## config.mk

```make
export PLATFORM = sky130hd
export DESIGN_NAME = l2cap_signaling_responder
export DESIGN_NICKNAME = d
export VERILOG_FILES = /design/src/hw/rtl/l2sr_pkg.sv /design/src/hw/rtl/l2cap_signaling_responder.sv
export SDC_FILE = /design/constraint.sdc
export NUM_CORES = 1
export LEC_CHECK = 0
export BUFFER_PORTS_ARGS = -buffer_cell sky130_fd_sc_hd__buf_2
export CAP_MARGIN = 25
export CORE_MARGIN = 2
export CORE_UTILIZATION = 50
export CTS_CLUSTER_SIZE = 28
export DETAILED_ROUTE_END_ITERATION = 8
export PLACE_DENSITY = 0.9
export SKIP_LAST_GASP = 1
export SLEW_MARGIN = 20
export SYNTH_ARGS = -nofsm -noshare
export SYNTH_HDL_FRONTEND = slang
export SYNTH_SLANG_ARGS = --single-unit
```

## constraint.sdc

```tcl
create_clock -name clock -period 5.35 [get_ports clock]
set_clock_uncertainty 0.15 [all_clocks]
set_input_delay 0.8025 -clock clock [delete_from_list [all_inputs] [get_ports clock]]
set_output_delay 0.8025 -clock clock [all_outputs]
set_load 0.01 [all_outputs]
```

## src/hw/rtl/l2sr_pkg.sv

```systemverilog
`default_nettype none
package l2sr_pkg;

   localparam logic [7:0] CODE_CONN_REQ = 8'h02;
   localparam logic [7:0] CODE_CONN_RSP = 8'h03;
   localparam logic [7:0] CODE_CONF_REQ = 8'h04;
   localparam logic [7:0] CODE_CONF_RSP = 8'h05;
   localparam logic [7:0] CODE_DISC_REQ = 8'h06;
   localparam logic [7:0] CODE_DISC_RSP = 8'h07;
   localparam logic [7:0] CODE_INFO_REQ = 8'h0A;
   localparam logic [7:0] CODE_INFO_RSP = 8'h0B;

   localparam logic [15:0] RES_SUCCESS   = 16'h0000;
   localparam logic [15:0] RES_NO_PSM    = 16'h0002;
   localparam logic [15:0] INFO_NOT_SUPP = 16'h0001;

   localparam logic [3:0] LEN_CONN     = 4'd8;
   localparam logic [3:0] LEN_CONF_RSP = 4'd10;
   localparam logic [3:0] LEN_CONF_REQ = 4'd8;
   localparam logic [3:0] LEN_DISC     = 4'd4;
   localparam logic [3:0] LEN_INFO     = 4'd4;

   localparam logic [15:0] SERVED_PSM_RESET = 16'h1001;
   localparam logic [15:0] LOCAL_MTU_RESET  = 16'd672;

   localparam int          ADDR_W       = 3;
   localparam logic [0:0]  REG_SERVED_PSM = 1'b0;
   localparam logic [0:0]  REG_LOCAL_MTU  = 1'b1;

endpackage
`default_nettype wire

```

## src/hw/rtl/l2cap_signaling_responder.sv

```systemverilog
// L2CAP signaling responder: each transaction on the req_ channel carries one complete
// signaling command and yields zero, one or two reply transactions on the rsp_ channel
// (two for a configure request, none for unknown codes). A command enters an input
// register and is turned into its replies by the logic in front of a single result
// register, which holds one reply at a time. A new command is accepted once the previous
// one has loaded its last reply or has been found to have none; the input register holds
// a configure request until its second reply has been loaded. served_psm sits at byte
// address 0 and local_mtu at byte address 4 of the APB-style port.
`default_nettype none
module l2cap_signaling_responder (
   input  wire logic        clock,
   input  wire logic        reset,
   input  wire logic        req_valid,
   output logic             req_stall,
   input  wire logic [7:0]  req_cmd_code,
   input  wire logic [7:0]  req_cmd_ident,
   input  wire logic [15:0] req_word_a,
   input  wire logic [15:0] req_word_b,
   output logic             rsp_valid,
   input  wire logic        rsp_stall,
   output logic [7:0]       rsp_resp_code,
   output logic [7:0]       rsp_resp_ident,
   output logic [3:0]       rsp_data_length,
   output logic [15:0]      rsp_word0,
   output logic [15:0]      rsp_word1,
   output logic [15:0]      rsp_word2,
   output logic [15:0]      rsp_word3,
   output logic             rsp_mtu_option,
   output logic [15:0]      rsp_mtu_value,
   output logic [15:0]      rsp_port_channel,
   output logic             rsp_last,
   input  wire logic        psel,
   input  wire logic        penable,
   input  wire logic        pwrite,
   input  wire logic [l2sr_pkg::ADDR_W-1:0] paddr,
   input  wire logic [31:0] pwdata,
   output logic [31:0]      prdata,
   output logic             pready
);

   logic [15:0] served_psm_ff;
   logic [15:0] local_mtu_ff;
   logic [15:0] port_channel_ff, port_channel_in;

   logic        in_valid_ff, in_valid_in;
   logic        phase_ff, phase_in;
   logic [7:0]  code_ff, ident_ff;
   logic [15:0] wa_ff, wb_ff;

   logic        out_valid_ff, out_valid_in;
   logic [7:0]  out_code_ff, out_code_in;
   logic [3:0]  out_len_ff, out_len_in;
   logic [15:0] out_w0_ff, out_w0_in;
   logic [15:0] out_w1_ff, out_w1_in;
   logic [15:0] out_w2_ff, out_w2_in;
   logic        out_opt_ff, out_opt_in;
   logic        out_last_ff, out_last_in;
   logic [7:0]  out_ident_ff;
   logic [15:0] out_pc_ff;

   logic out_free, has_result, two_results, emit, stage_done, req_take, psm_hit;

   // configuration port
   assign pready = 1'b1;

   always_ff @(posedge clock) begin
      if (reset) begin
         served_psm_ff <= l2sr_pkg::SERVED_PSM_RESET;
         local_mtu_ff  <= l2sr_pkg::LOCAL_MTU_RESET;
      end else if (psel && penable && pwrite) begin
         if (paddr[2] == l2sr_pkg::REG_SERVED_PSM) begin
            served_psm_ff <= pwdata[15:0];
         end else begin
            local_mtu_ff <= pwdata[15:0];
         end
      end
   end

   always_comb begin
      if (paddr[2] == l2sr_pkg::REG_LOCAL_MTU) begin
         prdata = {16'd0, local_mtu_ff};
      end else begin
         prdata = {16'd0, served_psm_ff};
      end
   end

   // command decode
   always_comb begin
      has_result  = 1'b0;
      two_results = 1'b0;
      unique case (code_ff) inside
         l2sr_pkg::CODE_CONN_REQ, l2sr_pkg::CODE_DISC_REQ, l2sr_pkg::CODE_INFO_REQ: begin
            has_result = 1'b1;
         end
         l2sr_pkg::CODE_CONF_REQ: begin
            has_result  = 1'b1;
            two_results = 1'b1;
         end
         default: begin
            has_result = 1'b0;
         end
      endcase
   end

   assign out_free   = !out_valid_ff || !rsp_stall;
   assign emit       = in_valid_ff && has_result && out_free;
   assign stage_done = in_valid_ff && (!has_result || (out_free && (!two_results || phase_ff)));
   assign req_stall  = in_valid_ff && !stage_done;
   assign req_take   = req_valid && !req_stall;
   assign psm_hit    = (wa_ff == served_psm_ff);

   always_comb begin
      in_valid_in = in_valid_ff;
      phase_in    = phase_ff;
      if (req_take) begin
         in_valid_in = 1'b1;
         phase_in    = 1'b0;
      end else if (stage_done) begin
         in_valid_in = 1'b0;
         phase_in    = 1'b0;
      end else if (emit) begin
         phase_in = 1'b1;
      end
   end

   always_comb begin
      port_channel_in = port_channel_ff;
      if (emit && (code_ff == l2sr_pkg::CODE_CONN_REQ) && psm_hit) begin
         port_channel_in = wb_ff;
      end
   end

   // reply build
   always_comb begin
      out_code_in = l2sr_pkg::CODE_INFO_RSP;
      out_len_in  = l2sr_pkg::LEN_INFO;
      out_w0_in   = wa_ff;
      out_w1_in   = 16'd0;
      out_w2_in   = 16'd0;
      out_opt_in  = 1'b0;
      out_last_in = 1'b1;
      case (code_ff)
         l2sr_pkg::CODE_CONN_REQ: begin
            out_code_in = l2sr_pkg::CODE_CONN_RSP;
            out_len_in  = l2sr_pkg::LEN_CONN;
            out_w0_in   = wb_ff;
            out_w1_in   = wb_ff;
            out_w2_in   = psm_hit ? l2sr_pkg::RES_SUCCESS : l2sr_pkg::RES_NO_PSM;
         end
         l2sr_pkg::CODE_CONF_REQ: begin
            out_opt_in = 1'b1;
            if (phase_ff) begin
               out_code_in = l2sr_pkg::CODE_CONF_REQ;
               out_len_in  = l2sr_pkg::LEN_CONF_REQ;
            end else begin
               out_code_in = l2sr_pkg::CODE_CONF_RSP;
               out_len_in  = l2sr_pkg::LEN_CONF_RSP;
               out_last_in = 1'b0;
            end
         end
         l2sr_pkg::CODE_DISC_REQ: begin
            out_code_in = l2sr_pkg::CODE_DISC_RSP;
            out_len_in  = l2sr_pkg::LEN_DISC;
            out_w1_in   = wb_ff;
         end
         default: begin
            out_w1_in = l2sr_pkg::INFO_NOT_SUPP;
         end
      endcase
   end

   always_comb begin
      out_valid_in = out_valid_ff;
      if (emit) begin
         out_valid_in = 1'b1;
      end else if (!rsp_stall) begin
         out_valid_in = 1'b0;
      end
   end

   always_ff @(posedge clock) begin
      if (reset) begin
         in_valid_ff     <= 1'b0;
         phase_ff        <= 1'b0;
         out_valid_ff    <= 1'b0;
         port_channel_ff <= 16'd0;
      end else begin
         in_valid_ff     <= in_valid_in;
         phase_ff        <= phase_in;
         out_valid_ff    <= out_valid_in;
         port_channel_ff <= port_channel_in;
      end
   end

   always_ff @(posedge clock) begin
      if (req_take) begin
         code_ff  <= req_cmd_code;
         ident_ff <= req_cmd_ident;
         wa_ff    <= req_word_a;
         wb_ff    <= req_word_b;
      end
      if (emit) begin
         out_code_ff  <= out_code_in;
         out_ident_ff <= ident_ff;
         out_len_ff   <= out_len_in;
         out_w0_ff    <= out_w0_in;
         out_w1_ff    <= out_w1_in;
         out_w2_ff    <= out_w2_in;
         out_opt_ff   <= out_opt_in;
         out_last_ff  <= out_last_in;
         out_pc_ff    <= port_channel_in;
      end
   end

   assign rsp_valid        = out_valid_ff;
   assign rsp_resp_code    = out_code_ff;
   assign rsp_resp_ident   = out_ident_ff;
   assign rsp_data_length  = out_len_ff;
   assign rsp_word0        = out_w0_ff;
   assign rsp_word1        = out_w1_ff;
   assign rsp_word2        = out_w2_ff;
   assign rsp_word3        = 16'd0;
   assign rsp_mtu_option   = out_opt_ff;
   assign rsp_mtu_value    = out_opt_ff ? local_mtu_ff : 16'd0;
   assign rsp_port_channel = out_pc_ff;
   assign rsp_last         = out_last_ff;

endmodule
`default_nettype wire

```

* Yosys cells after proc, flatten, opt, wreduce, memory -nomap -nowiden
Cells that the tools add are included.
** Storage, ports and cells
- Register bits :: 185
- Bits in latches :: 0
- Bits in writable memories :: 0
- ROM bits :: 0
- Input bits :: 90
- Output and inout port bits :: 153
- Word-level logic and storage cells :: 68
- Memories :: 0
** Operators by class
- Add/subtract/negate cells :: 0
- Multiply operators :: 0
- Divide/modulo/power cells :: 0
- $lt $le $gt $ge :: 0
- Equality and inequality tests :: 6
- Shifts and indexed selects :: 0
- Multiplexer cells :: 17
- Bitwise operators :: 1
- Reduce and logical (&&, ||, !) cells :: 25
** Operators with widths (number)
- $mux 16 :: 4
- $pmux 16 s2 :: 1
- $eq 16x16->1 :: 1
- $eq 8x3->1 const B :: 2
- $pmux 4 s3 :: 1
- $logic_and 1x1->1 :: 10
- $eq 8x2->1 const B :: 1
- $eq 8x4->1 const B :: 1
- $mux 1 :: 8
- $pmux 4 s2 :: 1
- $logic_not 1->1 :: 6
- $mux 2 :: 2
- $reduce_and 2->1 :: 2
- $reduce_or 4->1 :: 1
- $logic_or 1x1->1 :: 3
- $reduce_or 3->1 :: 1
- $ne 2x1->1 const B :: 1
- $reduce_bool 2->1 :: 1
- $reduce_or 2->1 :: 1
- $not 1->1 :: 1

* Longest topological paths before layout
- Depth after elaboration :: 12
- Depth in mapped cells :: 7
- Gate-level depth less buffers :: 6

* Least setup slack after synthesis
OpenSTA, ideal clock, no wires.
- Kind :: register -> register
- Start point :: reg code_ff[0]
- End point :: reg phase_ff
- Library setup time :: 80 ps
- Arrival :: 4728 ps
- Required time :: 5120 ps
- Setup slack :: 392 ps
- Stages on the path, launching flop included :: 6
- Buffers on the path :: 0
- Period minus slack after synthesis :: 4958 ps
- Path through :: edfxtp_1 > nor4_1 > o2111ai_1 > a21oi_1 > o21ai_0 > a21oi_1
** On the way
- Elaborated cells between the ends (all ways) :: 20
- Those cells by class :: eq/ne (4); mux (2); reduce/logical (14)
** RTL lines
- start, declared :: RTL line l2cap_signaling_responder.sv:47 : logic [7:0] code_ff, ident_ff;
- start signal, assigned :: RTL line l2cap_signaling_responder.sv:197 : code_ff <= req_cmd_code;
- $eq 8x2->1 (tied with other cells)
- $reduce_or 4->1 (no line) *
- $mux 1 * :: RTL line l2cap_signaling_responder.sv:91 : unique case (code_ff) inside
- $logic_and 1x1->1 * (2 in a row) :: RTL line l2cap_signaling_responder.sv:106 : assign emit = in_valid_ff && has_result && out_free;
- net emit :: RTL line l2cap_signaling_responder.sv:61 : logic out_free, has_result, two_results, emit, stage_done, req_take, psm_hit;
- end signal, assigned :: RTL line l2cap_signaling_responder.sv:189 : phase_ff <= phase_in;
- end, declared :: RTL line l2cap_signaling_responder.sv:46 : logic phase_ff, phase_in;
Mark *: on every way through the listed nets, which the timed path passes. The rest lies on a longest branch.
A chain may end at the register's enable or synchronous reset.

* Final worst setup path
- Start point :: reg code_ff[0]
- End point :: out req_stall
** On the way
- Word-level cells in the longest chain between the ends :: 9
- Elaborated cells between the ends (all ways) :: 15
- Those cells by class :: eq/ne (4); mux (2); reduce/logical (9)
** Ends and longest elaborated chain
- $eq 8x3->1
- $mux 1
- net out_opt_in :: RTL line l2cap_signaling_responder.sv:56 : logic out_opt_ff, out_opt_in;
- $logic_not 1->1 :: RTL line l2cap_signaling_responder.sv:107 : assign stage_done = in_valid_ff && (!has_result || (out_free && (!two_results || phase_ff)));
- $logic_or 1x1->1 :: RTL line l2cap_signaling_responder.sv:107
- $logic_and 1x1->1 :: RTL line l2cap_signaling_responder.sv:107
- $logic_or 1x1->1 :: RTL line l2cap_signaling_responder.sv:107
- $logic_and 1x1->1 :: RTL line l2cap_signaling_responder.sv:107
- $logic_not 1->1 :: RTL line l2cap_signaling_responder.sv:108 : assign req_stall = in_valid_ff && !stage_done;
- $logic_and 1x1->1 :: RTL line l2cap_signaling_responder.sv:108
- end, declared :: RTL line l2cap_signaling_responder.sv:14 : output logic req_stall,
The timed path passes the listed nets, and every way through them passes these cells.

==> results.md <==
* Reg-to-reg setup timing slack at between 2 and 2.5 ns
* Most frequent cells in the layout: buf_2, edfxtp_1, nand2_1
* Post-synth top flop: edfxtp_1
* RSZ-0062 raised after global routing: false
* Register area share after synthesis at 64.4%
* Area contributors post-synth: edfxtp_1, dfxtp_1, buf_4, mux2_2, nand2_1
* Cell Area, Synth at ~7000 µm²
* WS Path Type: flip-flop to primary output
* # DRC at 0
* Outcome: finished clean
* Area after DPL at approximately 7700 µm²
* Worst setup margin at 1.72 ns
* Slew headroom at 32.7%
* VDD IR-drop max at 189 µV
* Pwr Density at 327 nW/µm²
* Initial Util at 51.7%
* Max clock buf depth at 2
* Multi-input gate area at 2140 µm²
* Post-route design area at 8360 µm²
* Die width at 121 µm
* Setup bufs post-CTS at 0
* DP HPWL at 10.3 mm
* Die height at about 120 µm
* Final Cycle Share at 67.9%
* Nets@finish at 793
* IO Pins at 243
* Share of the synthesized area in the top cell type at between 40% and 50%
* Post-CTS Hold Fix Bufs at 0
* Largest net degree at the start of global routing at around 70
* CTS sink cnt at approximately 170
* Core outline area at approximately 13,000 µm²
* Crit-path max FO at 6
* MaxCap Viol Count at 0
* Reg area at about 4400 µm²
* Gr ovfl total at 0
* CP max stage delay at between 0.6 and 0.7 ns
* Ys async rst share at 0%
* Post_cts resized at 0
* CTS H-tree lvls at 4
* Critical Path Source Type: flip-flop
* Syn-to-layout area delta at 21.1%
* Crit path DAT at around 2.7 ns
* CP Cell Sequence: or4_4 > nor4b_2 > nand2b_1 > a21o_1 > inv_1 > buf_2
* Cells after Synth at 531
* Most common cell after layout, fill and taps aside: buf_2
* First-pass GRT wire length at 22.3 mm
* Drt pass-1 iters at 5
* Synthesis Warnings at 0
* Fillers at slightly above 1,000
* Fin Setup TNS at 0 ns
* CTS clk-pin slew, worst paths at 0.06 ns
* TritonCTS clock tree: done
* Post-synth EDFFs at 114
* Number of DRC markers in iteration 0 at 376
* Highest Clock Rate at approximately 0.28 GHz
* Layout cells sized above 1 at 34.8%
* Initial antenna violation count at 2
* WL/cell at 16.4 µm
* Yosys top cell by area: edfxtp_1
* Avg Inst Size Synth at 13.0 µm²
* Cts bufs inserted at 17
* Final ANT Viol Nets at 0
* Synth Register Bits at 165
* Root buf cell: clkbuf_16
* CP max-delay cell: nor4b_2
* Synth unique cells at 35
* Leakage at 3.55 nW
* Vias in the first global route at 4,111
* Final slew viol count at 0
* Setup crit end kind: primary output
* Row count at 42
* Via Count at 4,468
* Hold Vio Cnt, Final at 0
* Tmin final at 3.63 ns
* Clk_lat worst skew at 0.42 ns
* Drt via density at approximately 5.0
* Hold/Removal Path Class: flip-flop to flip-flop
* Slew @ Worst Pin at roughly 1.0 ns
* Critical Path RT at 4.40 ns
* Gr usage total at 20.1%
* DP Worst Slack at 2.10 ns
* Final setup vio count at 0
* Post-Route WL at 14.7 mm
* Die area at 14,800 µm²
* Port bufs at 171
* Final Wtd Congestion at between 0.8 and 0.9
worst paths after layout:
check / startpoint / endpoint / cells after the start
setup reg to reg: code_ff[0] / rsp_port_channel[13] / 6
hold / removal: ident_ff[4] / rsp_resp_ident[4] / 0
setup / recovery: code_ff[0] / req_stall / 6
hold reg to reg: ident_ff[4] / rsp_resp_ident[4] / 0
sequential cells by signal (all words and copies together) (netlist names), 3 cells and up:
register,flops
local_mtu_ff,16
rsp_word1,16
rsp_data_length,3
port_channel_ff,16
rsp_word0,16
rsp_port_channel,16
wb_ff,16
code_ff,8
rsp_resp_code,4
ident_ff,8
served_psm_ff,16
wa_ff,16
rsp_resp_ident,8
cell families (layout without fill, tap and decap cells):
group	after synthesis	count (layout)	share of synthesized area, %
AO/OA/AOI/OAI	38	38	2.90
XOR/XNOR	17	17	2.16
buffers and inverters	83	217	7.69
flip-flops	165	165	64.4
multiplexers	63	63	10.0
other	2	55	0.109
AND/OR/NAND/NOR	163	163	12.8
where the power goes:
part	switching (mW)	total, mW	internal (mW)
Combinational	0.0699	0.121	0.0511
Clock	0.465	1.19	0.728
Sequential	0.0248	1.41	1.39
critical path: cells and delay by family (launching register included):
kind | cells | cell delay, ns
AO/OA/AOI/OAI | 1 | 0.25
AND/OR/NAND/NOR | 3 | 1.45
buffers and inverters | 2 | 0.18
flip-flops | 1 | 0.39
final cells by class:
cell class / count / share of cell area (%)
tap: 176 / 2.64
inverter: 8 / 0.359
multi-input combinational: 334 / 25.6
timing repair buffer: 177 / 11.1
clock inverter: 5 / 0.344
sequential: 165 / 53.2
antenna: 2 / 0.0599
clock buffer: 27 / 6.77
cells in the mapped netlist (3+ instances only):
library cell / number
edfxtp_1: 114
nand2_1: 67
buf_4: 54
dfxtp_1: 51
mux2_2: 33
a21oi_1: 32
nand2b_1: 32
and2_1: 19
clkbuf_1: 17
xor2_1: 17
and3_1: 15
mux2_1: 15
mux2i_1: 15
inv_1: 8
nor2_1: 7
nand3b_1: 5
nor4_1: 5
nor2b_1: 3
o21ai_0: 3
metrics by stage:
step / instances / utilization (%) / hold WS (ns) / power (mW)
4_1_cts: 891 / 62.4 / 0.272 / 2.75
5_1_grt: 894 / 62.6 / 0.276 / 2.82
3_3_place_gp: 856 / 57.7 / 0.250 / 1.55
2_1_floorplan: 582 / - / 0.250 / 1.53
3_5_place_dp: 859 / 58.0 / 0.255 / 1.56
6_report: 894 / 62.6 / 0.270 / 2.73
routing by layer:
layer | wire length, µm | track usage (%) | vias to the layer above
met5 | 0 | 0 | -
met4 | 507 | 10.1 | 0
met3 | 824 | 3.62 | 36
met2 | 7120 | 32.5 | 215
li1 | - | - | 2099
met1 | 6200 | 26.1 | 2118
(Power assumes the default switching activity.)
